$ cat src/rtl/assert_macros.svh
// Assertion macros shared by the RTL files.
// Define ASSERT_OFF to compile every check away; no other dependencies.
`ifndef ASSERT_MACROS_SVH
`define ASSERT_MACROS_SVH
`ifndef ASSERT_OFF
// Clocked check, masked while reset is asserted.
`define DPC_ASSERT(lbl, clk, rst_n, prop, msg) \
    lbl: assert property (@(posedge clk) disable iff (!rst_n) prop) else $error(msg);
// Clocked check that also holds during reset.
`define DPC_ASSERT_ALWAYS(lbl, clk, prop, msg) \
    lbl: assert property (@(posedge clk) prop) else $error(msg);
`else
`define DPC_ASSERT(lbl, clk, rst_n, prop, msg)
`define DPC_ASSERT_ALWAYS(lbl, clk, prop, msg)
`endif
`endif

$ cat src/rtl/dpc_pkg.sv
// Shared types, widths and saturation helpers for the DPCM codec.
// No dependencies.
package dpc_pkg;

    localparam int SAMPLE_W = 11;
    localparam int WIDE_W   = 13;
    localparam int TDATA_W  = 16;

    // Control handed from the stream stage to the predictor core.
    typedef struct packed {
        logic fire;
        logic decode;
        logic start;
    } t_step_ctl;

    // Saturate to the signed 11-bit range.
    function automatic logic signed [SAMPLE_W-1:0] sat11(input logic signed [WIDE_W-1:0] v);
        logic signed [SAMPLE_W-1:0] r;
        if (v < -13'sd1024) begin
            r = -11'sd1024;
        end else if (v > 13'sd1023) begin
            r = 11'sd1023;
        end else begin
            r = v[SAMPLE_W-1:0];
        end
        return r;
    endfunction

    // Saturate to 0..255, result kept signed at 11 bits.
    function automatic logic signed [SAMPLE_W-1:0] sat_byte(input logic signed [WIDE_W-1:0] v);
        logic signed [SAMPLE_W-1:0] r;
        if (v < 13'sd0) begin
            r = 11'sd0;
        end else if (v > 13'sd255) begin
            r = 11'sd255;
        end else begin
            r = v[SAMPLE_W-1:0];
        end
        return r;
    endfunction

endpackage

$ cat src/rtl/dpc_core.sv
// Predictor, quantiser and reconstruction history of the DPCM codec.
// Depends on dpc_pkg.
module dpc_core import dpc_pkg::*; (
    input  logic                       i_clk,
    input  logic                       i_rst_n,
    input  t_step_ctl                  i_ctl,
    input  logic signed [SAMPLE_W-1:0] i_sample,
    output logic signed [SAMPLE_W-1:0] o_coded
);

    logic signed [SAMPLE_W-1:0] r_recon_one;
    logic signed [SAMPLE_W-1:0] r_recon_two;
    logic signed [SAMPLE_W-1:0] n_recon_one;

    logic signed [SAMPLE_W:0]   w_sum;
    logic signed [SAMPLE_W:0]   w_half;
    logic signed [WIDE_W-1:0]   w_pred;
    logic signed [WIDE_W-1:0]   w_x;
    logic signed [SAMPLE_W-1:0] w_xc;
    logic signed [WIDE_W-1:0]   w_t;
    logic signed [WIDE_W-1:0]   w_qdiv;
    logic signed [WIDE_W-1:0]   w_q;
    logic signed [SAMPLE_W-1:0] w_qc;
    logic signed [SAMPLE_W-1:0] w_enc_recon;
    logic signed [SAMPLE_W-1:0] w_dec_recon;

    always_comb begin
        // Average of the two histories, halving rounds toward zero.
        w_sum  = {r_recon_one[SAMPLE_W-1], r_recon_one} + {r_recon_two[SAMPLE_W-1], r_recon_two};
        w_half = (w_sum + $signed({{SAMPLE_W{1'b0}}, w_sum[SAMPLE_W]})) >>> 1;
        w_pred = {w_half[SAMPLE_W], w_half};
        w_x    = {{(WIDE_W-SAMPLE_W){i_sample[SAMPLE_W-1]}}, i_sample};
        w_xc   = sat_byte(w_x);

        // Quantise: 16*trunc((255+e)/16) - 248.
        w_t    = 13'sd255 + {{(WIDE_W-SAMPLE_W){w_xc[SAMPLE_W-1]}}, w_xc} - w_pred;
        w_qdiv = (w_t + (w_t[WIDE_W-1] ? 13'sd15 : 13'sd0)) >>> 4;
        w_q    = (w_qdiv <<< 4) - 13'sd248;
        w_qc   = sat11(w_q);
        w_enc_recon = sat11(w_pred + {{(WIDE_W-SAMPLE_W){w_qc[SAMPLE_W-1]}}, w_qc});
        w_dec_recon = sat_byte(w_pred + w_x);

        if (!i_ctl.decode) begin
            o_coded     = i_ctl.start ? w_xc : w_qc;
            n_recon_one = i_ctl.start ? w_xc : w_enc_recon;
        end else begin
            o_coded     = i_ctl.start ? i_sample : w_dec_recon;
            n_recon_one = o_coded;
        end
    end

    always_ff @(posedge i_clk) begin
        if (!i_rst_n) begin
            r_recon_one <= '0;
            r_recon_two <= '0;
        end else if (i_ctl.fire) begin
            r_recon_one <= n_recon_one;
            // A start beat seeds both histories with the same value.
            r_recon_two <= i_ctl.start ? n_recon_one : r_recon_one;
        end
    end

endmodule

$ cat src/rtl/dpcm_codec.sv
// Channel    Dir  Payload
// s_axis     in   tdata[10:0] sample_value, tuser[0] start_of_sequence
// m_axis     out  tdata[10:0] coded_value
// cfg        in   i_cfg_data[0] decode_mode (always ready)
// One beat per clock sustained while the sink is ready; each beat passes the input register, then the result register.
// The history update is registered on the same edge as the result, so items follow back to back.
// Reset is synchronous, active low, and clears valids, mode and both histories.
// An output stall holds the result register; one more beat is absorbed in the input register.
// Top level of the DPCM codec: stream registers and mode register.
// Depends on dpc_pkg, dpc_core and assert_macros.svh.
`include "assert_macros.svh"
module dpcm_codec import dpc_pkg::*; (
    input  logic               i_clk,
    input  logic               i_rst_n,
    input  logic               s_axis_tvalid,
    output logic               s_axis_tready,
    input  logic [TDATA_W-1:0] s_axis_tdata,   // [10:0] sample_value
    input  logic [0:0]         s_axis_tuser,   // [0] start_of_sequence
    output logic               m_axis_tvalid,
    input  logic               m_axis_tready,
    output logic [TDATA_W-1:0] m_axis_tdata,   // [10:0] coded_value
    input  logic               i_cfg_valid,
    output logic               o_cfg_ready,
    input  logic [0:0]         i_cfg_data      // [0] decode_mode
);

    logic                       r_in_valid;
    logic signed [SAMPLE_W-1:0] r_in_sample;
    logic                       r_in_start;
    logic                       r_out_valid;
    logic signed [SAMPLE_W-1:0] r_out_coded;
    logic                       r_decode_mode;

    logic                       w_advance;
    logic signed [SAMPLE_W-1:0] w_coded;
    t_step_ctl                  w_ctl;

    assign w_advance     = r_in_valid && (!r_out_valid || m_axis_tready);
    assign s_axis_tready = !r_in_valid || w_advance;
    assign m_axis_tvalid = r_out_valid;
    assign m_axis_tdata  = {{(TDATA_W-SAMPLE_W){1'b0}}, r_out_coded};
    assign o_cfg_ready   = 1'b1;

    assign w_ctl.fire   = w_advance;
    assign w_ctl.decode = r_decode_mode;
    assign w_ctl.start  = r_in_start;

    dpc_core u_core (
        .i_clk    (i_clk),
        .i_rst_n  (i_rst_n),
        .i_ctl    (w_ctl),
        .i_sample (r_in_sample),
        .o_coded  (w_coded)
    );

    always_ff @(posedge i_clk) begin
        if (!i_rst_n) begin
            r_decode_mode <= 1'b0;
        end else if (i_cfg_valid) begin
            r_decode_mode <= i_cfg_data[0];
        end
    end

    // Input register: take a beat whenever the slot is free or draining.
    always_ff @(posedge i_clk) begin
        if (!i_rst_n) begin
            r_in_valid <= 1'b0;
        end else if (s_axis_tvalid && s_axis_tready) begin
            r_in_valid <= 1'b1;
        end else if (w_advance) begin
            r_in_valid <= 1'b0;
        end
    end

    always_ff @(posedge i_clk) begin
        if (s_axis_tvalid && s_axis_tready) begin
            r_in_sample <= s_axis_tdata[SAMPLE_W-1:0];
            r_in_start  <= s_axis_tuser[0];
        end
    end

    // Result register: hold while the sink stalls.
    always_ff @(posedge i_clk) begin
        if (!i_rst_n) begin
            r_out_valid <= 1'b0;
        end else if (w_advance) begin
            r_out_valid <= 1'b1;
        end else if (m_axis_tready) begin
            r_out_valid <= 1'b0;
        end
    end

    always_ff @(posedge i_clk) begin
        if (w_advance) begin
            r_out_coded <= w_coded;
        end
    end

    `DPC_ASSERT_ALWAYS(a_reset_clears_out, i_clk, !i_rst_n |=> !r_out_valid, "output valid after reset")
    `DPC_ASSERT(a_stall_only_when_full, i_clk, i_rst_n, !s_axis_tready |-> (r_in_valid && r_out_valid && !m_axis_tready), "input stalled with room left")
    `DPC_ASSERT(a_pending_kept, i_clk, i_rst_n, (r_in_valid && !w_advance) |=> r_in_valid, "pending beat dropped")
    `DPC_ASSERT(a_decode_range, i_clk, i_rst_n, (w_advance && r_decode_mode && !r_in_start) |=> (r_out_coded[SAMPLE_W-1:8] == 3'b000), "decoded sample outside 0..255")
    `DPC_ASSERT(a_encode_grid, i_clk, i_rst_n, (w_advance && !r_decode_mode && !r_in_start) |=> ((r_out_coded[3:0] == 4'd8) || (r_out_coded == -11'sd1024) || (r_out_coded == 11'sd1023)), "quantised error off the step grid")

endmodule

$ cat config.mk
export PLATFORM = sky130hd
export DESIGN_NAME = dpcm_codec
export DESIGN_NICKNAME = d
export VERILOG_FILES = /design/src/rtl/dpc_pkg.sv /design/src/rtl/dpc_core.sv /design/src/rtl/dpcm_codec.sv
export VERILOG_INCLUDE_DIRS = /design/src /design/src/rtl
export SDC_FILE = /design/constraint.sdc
export NUM_CORES = 1
export LEC_CHECK = 0
export BUFFER_PORTS_ARGS = -buffer_cell sky130_fd_sc_hd__buf_2
export CAP_MARGIN = 20
export CORE_MARGIN = 3
export CORE_UTILIZATION = 56
export CTS_BUF_LIST = sky130_fd_sc_hd__clkbuf_16
export DETAILED_ROUTE_END_ITERATION = 8
export GPL_TIMING_DRIVEN = 0
export PLACE_DENSITY_LB_ADDON = 0.12
export SYNTH_ARGS = -nofsm -noshare
export SYNTH_HDL_FRONTEND = slang
export SYNTH_SLANG_ARGS = --single-unit
$ cat constraint.sdc
create_clock -name i_clk -period 9.5 [get_ports i_clk]
set_clock_uncertainty 0.2 [all_clocks]
set_input_delay 2.85 -clock i_clk [delete_from_list [all_inputs] [get_ports i_clk]]
set_output_delay 2.85 -clock i_clk [all_outputs]
set_load 0.01 [all_outputs]
==> results_tabular.tex <==
\begin{tabular}{lr}
\hline
Metric & Value \\
\hline
\multicolumn{2}{l}{\textbf{Status}} \\
Run status & finished clean \\
\multicolumn{2}{l}{\textbf{Clock tree}} \\
Buffer depth of the longest clock path & 2 \\
Number of buffers added by the clock tree synthesis step & 5 \\
CTS Root Buffer Type & clkbuf\_16 \\
Worst-Skew Late Latency & $\sim$0.29 ns \\
Level count of the clock H-tree & 2 \\
Count of hold buffers inserted by post-cts repair & 0 \\
Sinks on Clock Net & between 40 and 50 \\
Clock transition time at the flip-flop clock pins of the worst setup and hold paths & around 0.07 ns \\
TritonCTS clock tree & built \\
\multicolumn{2}{l}{\textbf{Power and ir drop}} \\
Fraction of power consumed by combinational cells & 0.825 \\
Internal power & 1.297 mW \\
Share of total power in sequential cells & 0.107 \\
Total power divided by cell area & roughly 400 nW/um\^{}2 \\
Fraction of power spent switching nets & 0.5014 \\
Total leakage power & about 2.7 nW \\
Clock network fraction of design power & 0.068 \\
VDD IR max & 0.2360 mV \\
Switching pwr & 1.305 mW \\
\multicolumn{2}{l}{\textbf{Synthesis}} \\
Number of synthesized flops with an enable pin & 23 \\
Flip-flop cell with the highest count after synthesis & dfxtp\_1 \\
Yosys warnings & 0 \\
Post-synth top area cell & ha\_1 \\
Synth area leaders & ha\_1 13\%, edfxtp\_1 13\%, dfxtp\_1 9.5\%, a21oi\_1 5.4\%, xnor2\_1 4.8\% \\
Number of distinct library cells after synthesis & 80 \\
Share of Yosys cell area claimed by the top area cell type & 0.1336 \\
Ys async rst share & 0 \\
Post-synthesis area per instance & 8.193 sq um \\
Sequential-to-total area share from yosys stat & 0.2272 \\
Count of state elements after synthesis & 48 \\
Cell count after synthesis & 640 \\
Area of the mapped netlist & approximately 5200 sq um \\
\multicolumn{2}{l}{\textbf{Timing}} \\
Final worst-path cycle share & 0.9942 \\
Max-Slew Margin vs Limit & 0.2411 \\
Final Setup Violations & 0 \\
Final hold vios & 0 \\
Minimum period implied by the final worst setup slack & 9.445 ns \\
Timing-limited maximum frequency & approximately 110 MHz \\
Worst-margin pin slew & 1.138 ns \\
Smallest hold slack & about 0.30 ns \\
RSZ-0062 raised after global routing & true \\
Final slew viol count & 0 \\
\multicolumn{2}{l}{\textbf{GRT}} \\
Pin count of the biggest net entering global routing & 21 \\
Initial antenna violation count & 0 \\
Vias in the first global route & $\sim$4800 \\
Wire length of the first global-routing pass & $\sim$23000 um \\
Remaining global-route overflow & 0 \\
Total Routing Usage GR & 0.2826 \\
\multicolumn{2}{l}{\textbf{Die}} \\
Die Footprint & 10560 sq um \\
Number of primary I/O pins & 42 \\
Initial Util & 0.5898 \\
FP Rows & 34 \\
Overall die height & between 100 and 150 um \\
Die Span X & 102.8 um \\
CORE AREA & 8891 sq um \\
\multicolumn{2}{l}{\textbf{Critical path}} \\
Worst Setup Start Kind & flip-flop \\
Top Family by Delay on Critical Path & compound AO/OA/AOI/OAI gates \\
Stage delay of the slowest cell on the critical path & about 0.45 ns \\
Req. time, crit path & around 9.5 ns \\
RR Endpoint & u\_core.r\_recon\_one[3] \\
Setup slack of the worst register-to-register path & 0.06 ns \\
Element type at the critical path end & flip-flop \\
Maximum fanout along the worst path & 8 \\
Arrival time worst endpoint & approximately 9.4 ns \\
Slowest stage cell, crit path & a2111o\_1 \\
Bufs and invs on worst path & 5 \\
Type of the setup path with the least slack & reg -> reg \\
Most common cell type on the critical path & ha\_4 \\
Cell count along the critical path & 45 \\
Path depth of the worst reg2reg path & 45 \\
Startpoint of the worst-slack reg-to-reg timing path & u\_core.r\_recon\_one[0] \\
\multicolumn{2}{l}{\textbf{Routing}} \\
Length of routed met3 wiring & $\sim$1200 um \\
Routed met2 length & 7725 um \\
Number of iterations in the first detailed-routing pass & 5 \\
Highest metal layer with signal wires & met4 \\
Number of antenna-violating nets in the routed design & 0 \\
Final routed DRC violation total & 0 \\
Vias per Instance & approximately 6.4 \\
Met1 wire length & between 6000 and 7000 um \\
Overall routed net length & between 15000 and 20000 um \\
Avg WL per Cell & just under 20 um \\
Violation count after the first detailed-route iteration & 465 \\
Routed via count & about 5300 \\
\multicolumn{2}{l}{\textbf{Worst hold path}} \\
Worst hold endpoint & u\_core.r\_recon\_two[1] \\
Path category of the worst min-delay check & reg -> reg \\
Worst hold path depth & 2 \\
Origin of the worst min-delay path & u\_core.r\_recon\_two[1] \\
\multicolumn{2}{l}{\textbf{Placement}} \\
Detail Placement HPWL & approximately 11000 um \\
Input/output buffers & 30 \\
Final Wtd Congestion & between 0.9 and 1 \\
Placed Cells & $\sim$780 \\
\multicolumn{2}{l}{\textbf{Final layout}} \\
Net total in the final layout & 800 \\
Layout cells sized above 1 & 0.2503 \\
Util after Layout & 0.7346 \\
Number of diodes added for antenna fixing & 0 \\
Cell Count, Final, Fillers Out & 827 \\
Area added between synthesis and finish & 24.55\% \\
\multicolumn{2}{l}{\textbf{Job}} \\
Max-cap viol count & 0 \\
\hline
\end{tabular}
-- cell usage in the layout (no fill, tap or decap), types with 8 or more instances in the layout --
cell type	n
nand2_1	57
a21oi_1	46
nor2_1	46
ha_1	43
buf_4	40
inv_1	35
o21ai_0	33
buf_2	31
xnor2_1	23
edfxtp_1	23
a21o_1	19
dfxtp_1	19
nor2b_1	18
nand2b_1	17
xor2_1	16
clkbuf_1	15
nand3_1	14
o31ai_1	12
ha_4	12
o21a_1	10
a21oi_2	8
a31oi_1	8
conb_1	8
-- metrics by stage --
step | cell area, sq um | setup TNS [ns] | setup WS (ns) | power, mW
6_report | 6531 | 0 | 0.05512 | 2.602
5_1_grt | 6531 | -1.403 | -0.2212 | 2.758
4_1_cts | 6056 | 0 | 0.04328 | 2.280
3_5_place_dp | 5565 | -15.54 | -1.517 | 1.843
3_3_place_gp | 5565 | -14.30 | -1.404 | 1.793
2_1_floorplan | 5280 | 0 | 0.02958 | 1.514
-- routing by layer --
layer | vias to the layer above | global-route usage
li1 | 2455 | -
met1 | 2480 | 0.3735
met2 | 280 | 0.4722
met3 | 54 | 0.03857
met4 | 0 | 0.1036
met5 | - | 0
-- power groups by stage --
stage / logic [mW] / registers, mW / clock network, mW
finish: 2.15 / 0.277 / 0.178
global route: 2.29 / 0.280 / 0.187
CTS: 1.83 / 0.273 / 0.178
detailed placement: 1.57 / 0.277 / 0
global placement: 1.52 / 0.276 / 0
floorplan: 1.24 / 0.277 / 0
-- Yosys cell counts (all sizes together) (3+ instances only) --
cell and count:
nand2 60, a21oi 57, ha 56, nor2 47, o21ai 39, inv 37
xnor2 29, dfxtp 25, edfxtp 23, xor2 20, a21o 19, nand2b 19
nor2b 18, clkbuf 16, nand3 16, o31ai 14, a31oi 12, buf 11
and2 10, o21a 10, nor3 8, mux2i 7, or2 7, o221a 6
a211oi 5, and3 5, nand4 5, o211ai 5, o21bai 5, a21boi 3
fa 3, nand4b 3, o211a 3, o22a 3, or3 3
-- how the worst max path moves through the flow --
stage / from / endpoint / slack [ns]
detailed placement: u_core.r_recon_one[4] / u_core.r_recon_one[7] / -1.52
floorplan: u_core.r_recon_two[4] / u_core.r_recon_one[0] / 0.03
global route: u_core.r_recon_two[0] / u_core.r_recon_one[3] / -0.22
CTS: u_core.r_recon_one[0] / u_core.r_recon_one[4] / 0.04
finish: u_core.r_recon_one[0] / u_core.r_recon_one[3] / 0.06
global placement: u_core.r_recon_one[4] / u_core.r_recon_one[4] / -1.40
-- state kept, by name, summed over array words and instances (netlist names) --
| signal | count |
|---|---|
| m_axis_tvalid | 1 |
| r_decode_mode | 1 |
| r_in_valid | 1 |
| r_in_sample | 11 |
| r_out_coded | 11 |
| u_core.r_recon_two | 11 |
| u_core.r_recon_one | 11 |
| r_in_start | 1 |
-- cell families after synthesis --
logic type	count (synthesis)	synth area share
xor+xnor	49	0.08184
simple gates	213	0.2090
compound gates	196	0.2656
other cells	2	0.001432
buf+inv	64	0.05249
flops	48	0.2272
mux	8	0.01551
fa+ha+maj	60	0.1470
-- area by class of cell --
cell class,instances,area [sq um]
timing repair buffer,67,432.9
clock buffer,5,125.1
multi-input combinational,534,4324
buffer,25,146.4
sequential,48,1201
inverter,37,146.4
clock inverter,3,20.02
fill,646,2360
tap,108,135.1
-- worst register-to-register path, delay by kind of cell (launching register included) --
| family | cells | cell delay [ns] |
|---|---|---|
| AOI/OAI and AO/OA | 16 | 3.35 |
| and+or+nand+nor | 14 | 2.76 |
| DFF | 1 | 0.37 |
| muxes | 1 | 0.20 |
| xor gates and xnor gates | 2 | 0.36 |
| buffers and inverters | 5 | 0.47 |
| adders and majority gates | 7 | 1.62 |
-- repair_timing --
item,4_1_cts,5_1_grt
buffers inserted,16,20
resized for setup,44,64
endpoints found under the setup margin,11,11
cloned,0,1
pin swaps,21,28
(Power assumes the default switching activity.)
